==> config.mk <==
export PLATFORM = sky130hd
export DESIGN_NAME = tepc_div
export DESIGN_NICKNAME = d
export VERILOG_FILES = /design/src/rtl/total_energy_pitch_throttle_control_unit_macros.svh /design/src/rtl/tepc_pkg.sv /design/src/rtl/tepc_div.sv
export SDC_FILE = /design/constraint.sdc
export NUM_CORES = 1
export LEC_CHECK = 0
export ABC_AREA = 0
export BUFFER_PORTS_ARGS = -buffer_cell sky130_fd_sc_hd__buf_2
export CORE_ASPECT_RATIO = 0.5
export CORE_MARGIN = 2
export CORE_UTILIZATION = 58
export DETAILED_ROUTE_END_ITERATION = 16
export HOLD_SLACK_MARGIN = 0.08
export PLACE_DENSITY = 0.75
export SYNTH_ARGS = -nofsm -noshare
export SYNTH_HDL_FRONTEND = slang
export SYNTH_SLANG_ARGS = --single-unit
==> constraint.sdc <==
create_clock -name clk -period 4.45 [get_ports clk]
set_input_delay 0.89 -clock clk [delete_from_list [all_inputs] [get_ports clk]]
set_output_delay 0.89 -clock clk [all_outputs]
set_load 0.05 [all_outputs]
==> src/rtl/total_energy_pitch_throttle_control_unit_macros.svh <==
// assertion macros for the total-energy pitch and throttle controller
// used by files that assert; expects clk and arst_n in scope
`ifndef TOTAL_ENERGY_PITCH_THROTTLE_CONTROL_UNIT_MACROS_SVH
`define TOTAL_ENERGY_PITCH_THROTTLE_CONTROL_UNIT_MACROS_SVH
`ifndef ASSERT_OFF
`define TEPC_ASSERT(lbl, prop, msg) \
	lbl: assert property (@(posedge clk) disable iff (!arst_n) (prop)) else $error(msg);
`define TEPC_ASSERT_NEXT(lbl, ante, cons, msg) \
	lbl: assert property (@(posedge clk) disable iff (!arst_n) (ante) |=> (cons)) else $error(msg);
`else
`define TEPC_ASSERT(lbl, prop, msg)
`define TEPC_ASSERT_NEXT(lbl, ante, cons, msg)
`endif
`endif

==> src/rtl/tepc_pkg.sv <==
// shared widths, constants and control structs of the energy controller
// no dependencies
package tepc_pkg;
	localparam int INT_BITS  = 32;
	localparam int ERR_W     = 24;
	localparam int NUM_W     = 51;
	localparam int DEN_W     = 32;
	localparam int QUOT_W    = 25;
	localparam int MUL_A_W   = 25;
	localparam int MUL_B_W   = INT_BITS + 1;
	localparam int PROD_W    = MUL_A_W + MUL_B_W;
	localparam int SUM_W     = PROD_W + 1;
	localparam int CNT_W     = $clog2(QUOT_W);

	localparam logic [20:0] TWO_G_Q16 = 21'd1284506;
	localparam logic signed [20:0] LOW_ALT = 21'sd8;

	typedef enum logic [2:0] {
		REG_ENERGY_KP   = 3'd0,
		REG_ENERGY_KI   = 3'd1,
		REG_BALANCE_KP  = 3'd2,
		REG_BALANCE_KI  = 3'd3,
		REG_ALT_LIMIT   = 3'd4,
		REG_THR_LIMIT   = 3'd5,
		REG_THR_TRIM    = 3'd6,
		REG_PITCH_LIMIT = 3'd7
	} cfg_reg_t;

	typedef struct packed {
		logic                    start;
		logic signed [NUM_W-1:0] num;
		logic [DEN_W-1:0]        den;
	} div_ctrl_t;

	typedef struct packed {
		logic                    busy;
		logic                    done;
		logic signed [ERR_W-1:0] quot;
	} div_stat_t;
endpackage

==> src/rtl/tepc_div.sv <==
// radix-2 restoring divider, signed numerator over unsigned denominator
// truncates toward zero and saturates to the error width; uses tepc_pkg
module tepc_div
	import tepc_pkg::*;
(
	input  logic      clk,
	input  logic      arst_n,
	input  div_ctrl_t ctrl,
	output div_stat_t stat
);
	logic [DEN_W:0]    rem_q;
	logic [QUOT_W-1:0] mag_q;
	logic [QUOT_W-1:0] quot_q;
	logic [DEN_W-1:0]  den_q;
	logic [CNT_W-1:0]  cnt_q;
	logic              neg_q, ovf_q, busy_q, done_q;

	logic [NUM_W-1:0] mag_c;
	logic [DEN_W:0]   trial_c;
	logic [DEN_W:0]   diff_c;
	logic             fits_c;
	logic [QUOT_W-1:0] quot_n;

	assign mag_c   = ctrl.num[NUM_W-1] ? NUM_W'(-ctrl.num) : NUM_W'(ctrl.num);
	assign trial_c = {rem_q[DEN_W-1:0], mag_q[QUOT_W-1]};
	assign diff_c  = trial_c - {1'b0, den_q};
	assign fits_c  = trial_c >= {1'b0, den_q};
	assign quot_n  = {quot_q[QUOT_W-2:0], fits_c};

	always_ff @(posedge clk or negedge arst_n) begin
		if (!arst_n) begin
			busy_q <= 1'b0;
			done_q <= 1'b0;
			cnt_q  <= '0;
		end else begin
			done_q <= 1'b0;
			if (ctrl.start) begin
				busy_q <= 1'b1;
				cnt_q  <= CNT_W'(QUOT_W - 1);
				den_q  <= ctrl.den;
				neg_q  <= ctrl.num[NUM_W-1];
				// quotient needs more than QUOT_W bits: saturated anyway
				ovf_q  <= {{(DEN_W-(NUM_W-1-QUOT_W)){1'b0}}, mag_c[NUM_W-2:QUOT_W]} >= ctrl.den;
				rem_q  <= (DEN_W+1)'(mag_c[NUM_W-2:QUOT_W]);
				mag_q  <= mag_c[QUOT_W-1:0];
				quot_q <= '0;
			end else if (busy_q) begin
				rem_q  <= fits_c ? diff_c : trial_c;
				mag_q  <= {mag_q[QUOT_W-2:0], 1'b0};
				quot_q <= quot_n;
				if (cnt_q == '0) begin
					busy_q <= 1'b0;
					done_q <= 1'b1;
				end else begin
					cnt_q <= cnt_q - 1'b1;
				end
			end
		end
	end

	always_comb begin
		stat.busy = busy_q;
		stat.done = done_q;
		if (neg_q) begin
			if (ovf_q || quot_q > QUOT_W'(2**(ERR_W-1)))
				stat.quot = {1'b1, {(ERR_W-1){1'b0}}};
			else
				stat.quot = -ERR_W'(quot_q);
		end else begin
			if (ovf_q || quot_q > QUOT_W'(2**(ERR_W-1) - 1))
				stat.quot = {1'b0, {(ERR_W-1){1'b1}}};
			else
				stat.quot = ERR_W'(quot_q);
		end
	end
endmodule

After elaboration in Yosys (flattened, before gate mapping)
Index checks and enable logic that the tools add are counted.

operators by class
  equality and inequality tests = 1
  reduce and logical (&&, ||, !) cells = 7
  multiplexer cells = 19
  add/subtract/negate cells = 4
  magnitude comparators = 4

operators with widths
  kind                                                   number
  two-way mux 25 bit                                     4
  two-way mux 24 bit                                     3
  two-way mux 33 bit                                     2
  two-way mux 50 bit                                     1
  negation 50 bit                                        1
  greater-or-equal comparator 33 x 32 -> 1 bit           1
  subtractor 33 x 32 -> 33 bit                           1
  greater-or-equal comparator 25 x 32 -> 1 bit           1
  > comparator 25 x 23 -> 1 bit (second input constant)  1
  > comparator 25 x 24 -> 1 bit (second input constant)  1
  negation 24 bit                                        1
  two-way mux 5 bit                                      3
  two-way mux 1 bit                                      6
  AND reduction 2 bit                                    3
  logical NOT 5 bit                                      1
  subtractor 5 x 1 -> 5 bit (second input constant)      1
  logical OR 1 bit                                       2
  != test 2 bit (second input constant)                  1
  nonzero test 2 bit                                     1

storage, ports and cells
  register bits = 124
  bits of input ports = 86

Longest topological paths before layout
  depth after elaboration = 4
  gate-level depth with buffers = 19
  depth with buffers taken out = 18

Worst setup path before layout
Ideal clock, no wire load.

  path type = register -> output
  from = reg quot_q[0]
  to = out stat[13] (netlist bit)
  setup slack = -0.811 ns
  path buffers = 2
  data arrival time = 4.371 ns
  cell stages (with the launch flop) = 12
  cells stage by stage = edfxtp_1 > inv_1 > ha_1 > nor3b_1 > nand4_1 > nor4_1 > nand3b_1 > a211o_1 > or2_1 > clkbuf_1 > clkbuf_1 > o311ai_0

RTL lines
  item                    RTL line        text
  from (decl)             tepc_div.sv:13  logic [QUOT_W-1:0] quot_q;
  from (signal assigned)  tepc_div.sv:50  quot_q <= quot_n;
  to (decl)               tepc_div.sv:9   output div_stat_t stat

==> impl_table.tex <==
\begin{tabular}{lr}
\hline
Metric & Value \\
\hline
\multicolumn{2}{l}{\textbf{Timing}} \\
\quad Largest clock skew in the final design & 0.0243 ns \\
\quad Minimum setup slack in the final design & -0.174 ns \\
\quad Hold Fails Final Rpt & 0 \\
\quad Share of the clock period used by the worst path & 104\% \\
\quad Highest Clock Rate & 216 MHz \\
\quad Worst Max-Slew Pin Slew & just under 1 ns \\
\quad Worst-case headroom to the max-slew limit & between 30\% and 40\% \\
\quad Fin crit period & roughly 4.6 ns \\
\quad Final setup violation count & 2 \\
\quad Setup repair after global routing missed its margin & yes \\
\quad Number of slew-limit violations in the final report & 0 \\
\multicolumn{2}{l}{\textbf{Drt}} \\
\quad Starting DRC count in detailed routing & between 600 and 700 \\
\quad Detailed-route wire length & between 20,000 and 30,000 um \\
\quad Routed wirelength normalized by instance count & roughly 18 um \\
\quad Number of routed nets with antenna violations & 0 \\
\quad Post-DR vias/cell & 6.12 \\
\quad TritonRoute pass-1 iters & 5 \\
\quad Final routed DRC violation total & 0 \\
\quad Via count & 8,727 \\
\multicolumn{2}{l}{\textbf{Critical path}} \\
\quad Buffers \& Inverters on Critical Path & 1 \\
\quad Standard cell with the maximum stage delay on the critical path & sky130\_fd\_sc\_hd\_\_or4\_4 \\
\quad Critical path capture point type & output pin \\
\quad Cell chain of the critical path & or4\_4 -> or4b\_4 -> or4\_4 -> or4\_4 -> or3\_4 -> nor3\_2 -> xnor2\_1 -> o21a\_2 -> buf\_6 \\
\quad Endpoint arrival time on the critical path & $\sim$3.7 ns \\
\quad Peak per-stage delay on the critical path & 0.56 ns \\
\quad Crit path max fanout & 3 \\
\quad Critical path start-end classification & reg2out \\
\quad Critical Path Start Type & flop \\
\quad Most numerous cell on the critical path & sky130\_fd\_sc\_hd\_\_or4\_4 \\
\quad Worst Path Required & roughly 3.6 ns \\
\quad Worst path top cell family by delay & simple AND/OR/NAND/NOR gates \\
\multicolumn{2}{l}{\textbf{Power}} \\
\quad Standby leakage power & 4.98 nW \\
\quad Peak ir drop on the vdd network & roughly 0.27 mV \\
\quad Power per unit of standard cell area & between 300 and 400 nW/um\^{}2 \\
\quad Final total power & between 4 and 5 mW \\
\multicolumn{2}{l}{\textbf{Layout}} \\
\quad Share of layout cells above drive strength 1 & between 10\% and 20\% \\
\quad Final non-filler cell total & about 1,400 \\
\quad Synthesis-to-layout area growth & 18.2\% \\
\quad Post-route core utilization & between 60\% and 70\% \\
\quad Most common cell after layout, fill and taps aside & sky130\_fd\_sc\_hd\_\_edfxtp\_1 \\
\quad Ant diodes & 0 \\
\quad Leading cell types in the layout, fill and taps excluded & 116 x sky130\_fd\_sc\_hd\_\_edfxtp\_1, 103 x sky130\_fd\_sc\_hd\_\_buf\_2, 98 x sky130\_fd\_sc\_hd\_\_nor2\_1 \\
\quad Net count of the finished layout & 1,335 \\
\multicolumn{2}{l}{\textbf{Clock network}} \\
\quad TritonCTS clock tree & yes \\
\quad Clock insertion delay at the later pin of the skew report & 0.43 ns \\
\quad Clock-pin slew of the registers on the worst-case setup and hold paths & roughly 0.06 ns \\
\quad CTS sink cnt & 123 \\
\quad Root buffer selected by CTS & sky130\_fd\_sc\_hd\_\_clkbuf\_16 \\
\quad CTS Buffer Depth & 2 \\
\quad Clock buffer count from CTS & 17 \\
\quad Number of buffers inserted for hold repair after clock tree synthesis & 0 \\
\quad Number of H-tree levels & 4 \\
\multicolumn{2}{l}{\textbf{Outcome}} \\
\quad Outcome & finished, violations left \\
\quad Failing checks & setup timing \\
\multicolumn{2}{l}{\textbf{Synthesis}} \\
\quad Post-Synthesis Net Count & 1,207 \\
\quad Number of enable-type register cells in the synthesized netlist & around 120 \\
\quad Netlist cell types & between 60 and 70 \\
\quad Mapped Cells & $\sim$1,100 \\
\quad Async SR Flop Fraction & under 10\% \\
\quad Count of synthesis-stage warnings from yosys & 0 \\
\quad Sequential-to-total area share from yosys stat & a little under two fifths \\
\quad Post-synthesis sequential element count & 123 \\
\quad Post-synthesis instance area & approximately 9600 um\^{}2 \\
\quad Flip-flop cell with the highest count after synthesis & sky130\_fd\_sc\_hd\_\_edfxtp\_1 \\
\quad Synthesized area divided by synthesized cell count & slightly above 9 um\^{}2 \\
\multicolumn{2}{l}{\textbf{Placed design}} \\
\quad HPWL after DPL & approximately 18,000 um \\
\quad Routability Congestion & about 0.95 \\
\quad Port Buffers & around 110 \\
\quad Post-Place Worst Slack & -0.297 ns \\
\quad Cells after DPL & around 1,400 \\
\multicolumn{2}{l}{\textbf{Floorplan}} \\
\quad Core Box Area & $\sim$16,000 um\^{}2 \\
\quad Starting Density & $\sim$59\% \\
\quad Die extent in y & 94.9 um \\
\quad Number of top-level pins & 112 \\
\quad Number of rows in the core area & 33 \\
\quad Die Outline Area & roughly 18,000 um\^{}2 \\
\quad Horizontal die dimension & 186 um \\
\multicolumn{2}{l}{\textbf{Global route}} \\
\quad Pin count of the biggest net entering global routing & 78 \\
\quad Via count of the first global-routing pass & approximately 8,300 \\
\quad Remaining Overflow, GRT & 0 \\
\quad Initial antenna violation count & 1 \\
\quad Global-route wire length before repair & about 41,000 um \\
\quad Global routing usage summed across all routing layers & between 20\% and 30\% \\
\multicolumn{2}{l}{\textbf{Hold path}} \\
\quad Worst min path class & in2async \\
\multicolumn{2}{l}{\textbf{Flow run}} \\
\quad Maximum capacitance violations & 0 \\
\hline
\end{tabular}
[path summary, 6_finish.rpt]
path,depth (start not counted),slack [ns],from,end
min,2,0.52,arst_n,done_q
max,9,-0.17,quot_q[9],stat[23]
max in group asynchronous,2,3.56,arst_n,cnt_q[0]
max reg2reg,9,0.86,rem_q[9],rem_q[10]
min reg2reg,2,0.54,cnt_q[4],cnt_q[4]
min in group clk,2,0.54,cnt_q[4],cnt_q[4]
[registers in the layout, indices dropped and copies added, names as in the netlist]
name and cells:
busy_q 1, cnt_q 5, den_q 32, done_q 1
mag_q 25, neg_q 1, ovf_q 1, quot_q 25
rem_q 32
[cell usage after synthesis, types with 24 or more instances]
cell type / count / area [um^2]
sky130_fd_sc_hd__a21o_1: 34 / 255
sky130_fd_sc_hd__a21oi_1: 68 / 340
sky130_fd_sc_hd__clkbuf_1: 39 / 146
sky130_fd_sc_hd__edfxtp_1: 116 / 3480
sky130_fd_sc_hd__ha_1: 62 / 776
sky130_fd_sc_hd__inv_1: 80 / 300
sky130_fd_sc_hd__mux2i_1: 44 / 440
sky130_fd_sc_hd__nand2_1: 88 / 330
sky130_fd_sc_hd__nor2_1: 99 / 372
sky130_fd_sc_hd__nor3_1: 24 / 120
sky130_fd_sc_hd__o21ai_0: 75 / 375
sky130_fd_sc_hd__xnor2_1: 41 / 359
sky130_fd_sc_hd__xor2_1: 34 / 298
[where the power goes]
part	internal [mW]	total, mW	switching, mW
Combinational	0.559	1.40	0.837
Sequential	1.42	1.50	0.0824
Clock	0.995	1.56	0.564
Total	2.98	4.46	1.48
[cell families (layout without fill, tap and decap cells)]
| logic type | Yosys count | after routing | synth area share, % |
|---|---|---|---|
| mux | 44 | 44 | 4.60 |
| buf+inv | 136 | 277 | 5.82 |
| simple gates | 329 | 329 | 16.7 |
| compound gates | 288 | 288 | 19.6 |
| xor+xnor | 75 | 75 | 6.85 |
| fa+ha+maj | 63 | 63 | 8.30 |
| flops | 123 | 123 | 38.2 |
[per-layer routing]
metal	global-route usage, %	wire (um)
met5	0	13
met4	8.53	470
met3	6.09	1750
met2	50.2	11700
met1	38.3	11500
[per-stage QoR]
| stage | area, um^2 | setup TNS, ns | hold WS [ns] |
|---|---|---|---|
| after floorplan | 9580 | -3.50 | 0.481 |
| after global placement | 10500 | -0.164 | 0.502 |
| after detailed placement | 10500 | -0.297 | 0.519 |
| after CTS | 11300 | -0.379 | 0.538 |
| after global routing | 11300 | -0.815 | 0.551 |
| final | 11300 | -0.339 | 0.522 |
[area by class of cell]
cell class | instances | area, um^2
multi-input cells | 799 | 5420
fillers | 1312 | 4940
flip-flops and latches | 123 | 3660
repair buffers | 164 | 977
clock buffers | 25 | 593
inverters | 81 | 304
well taps | 227 | 284
clock inverters | 7 | 82.6
[repair_timing]
action / 4_1_cts / 5_1_grt
endpoints found under the setup margin: 18 / 19
pin swaps: 3 / 0
hold endpoints to repair: 0 / 0
resized for setup: 8 / 14
setup buffers: 3 / 1
Note: power is estimated with default switching activity, not from simulation.
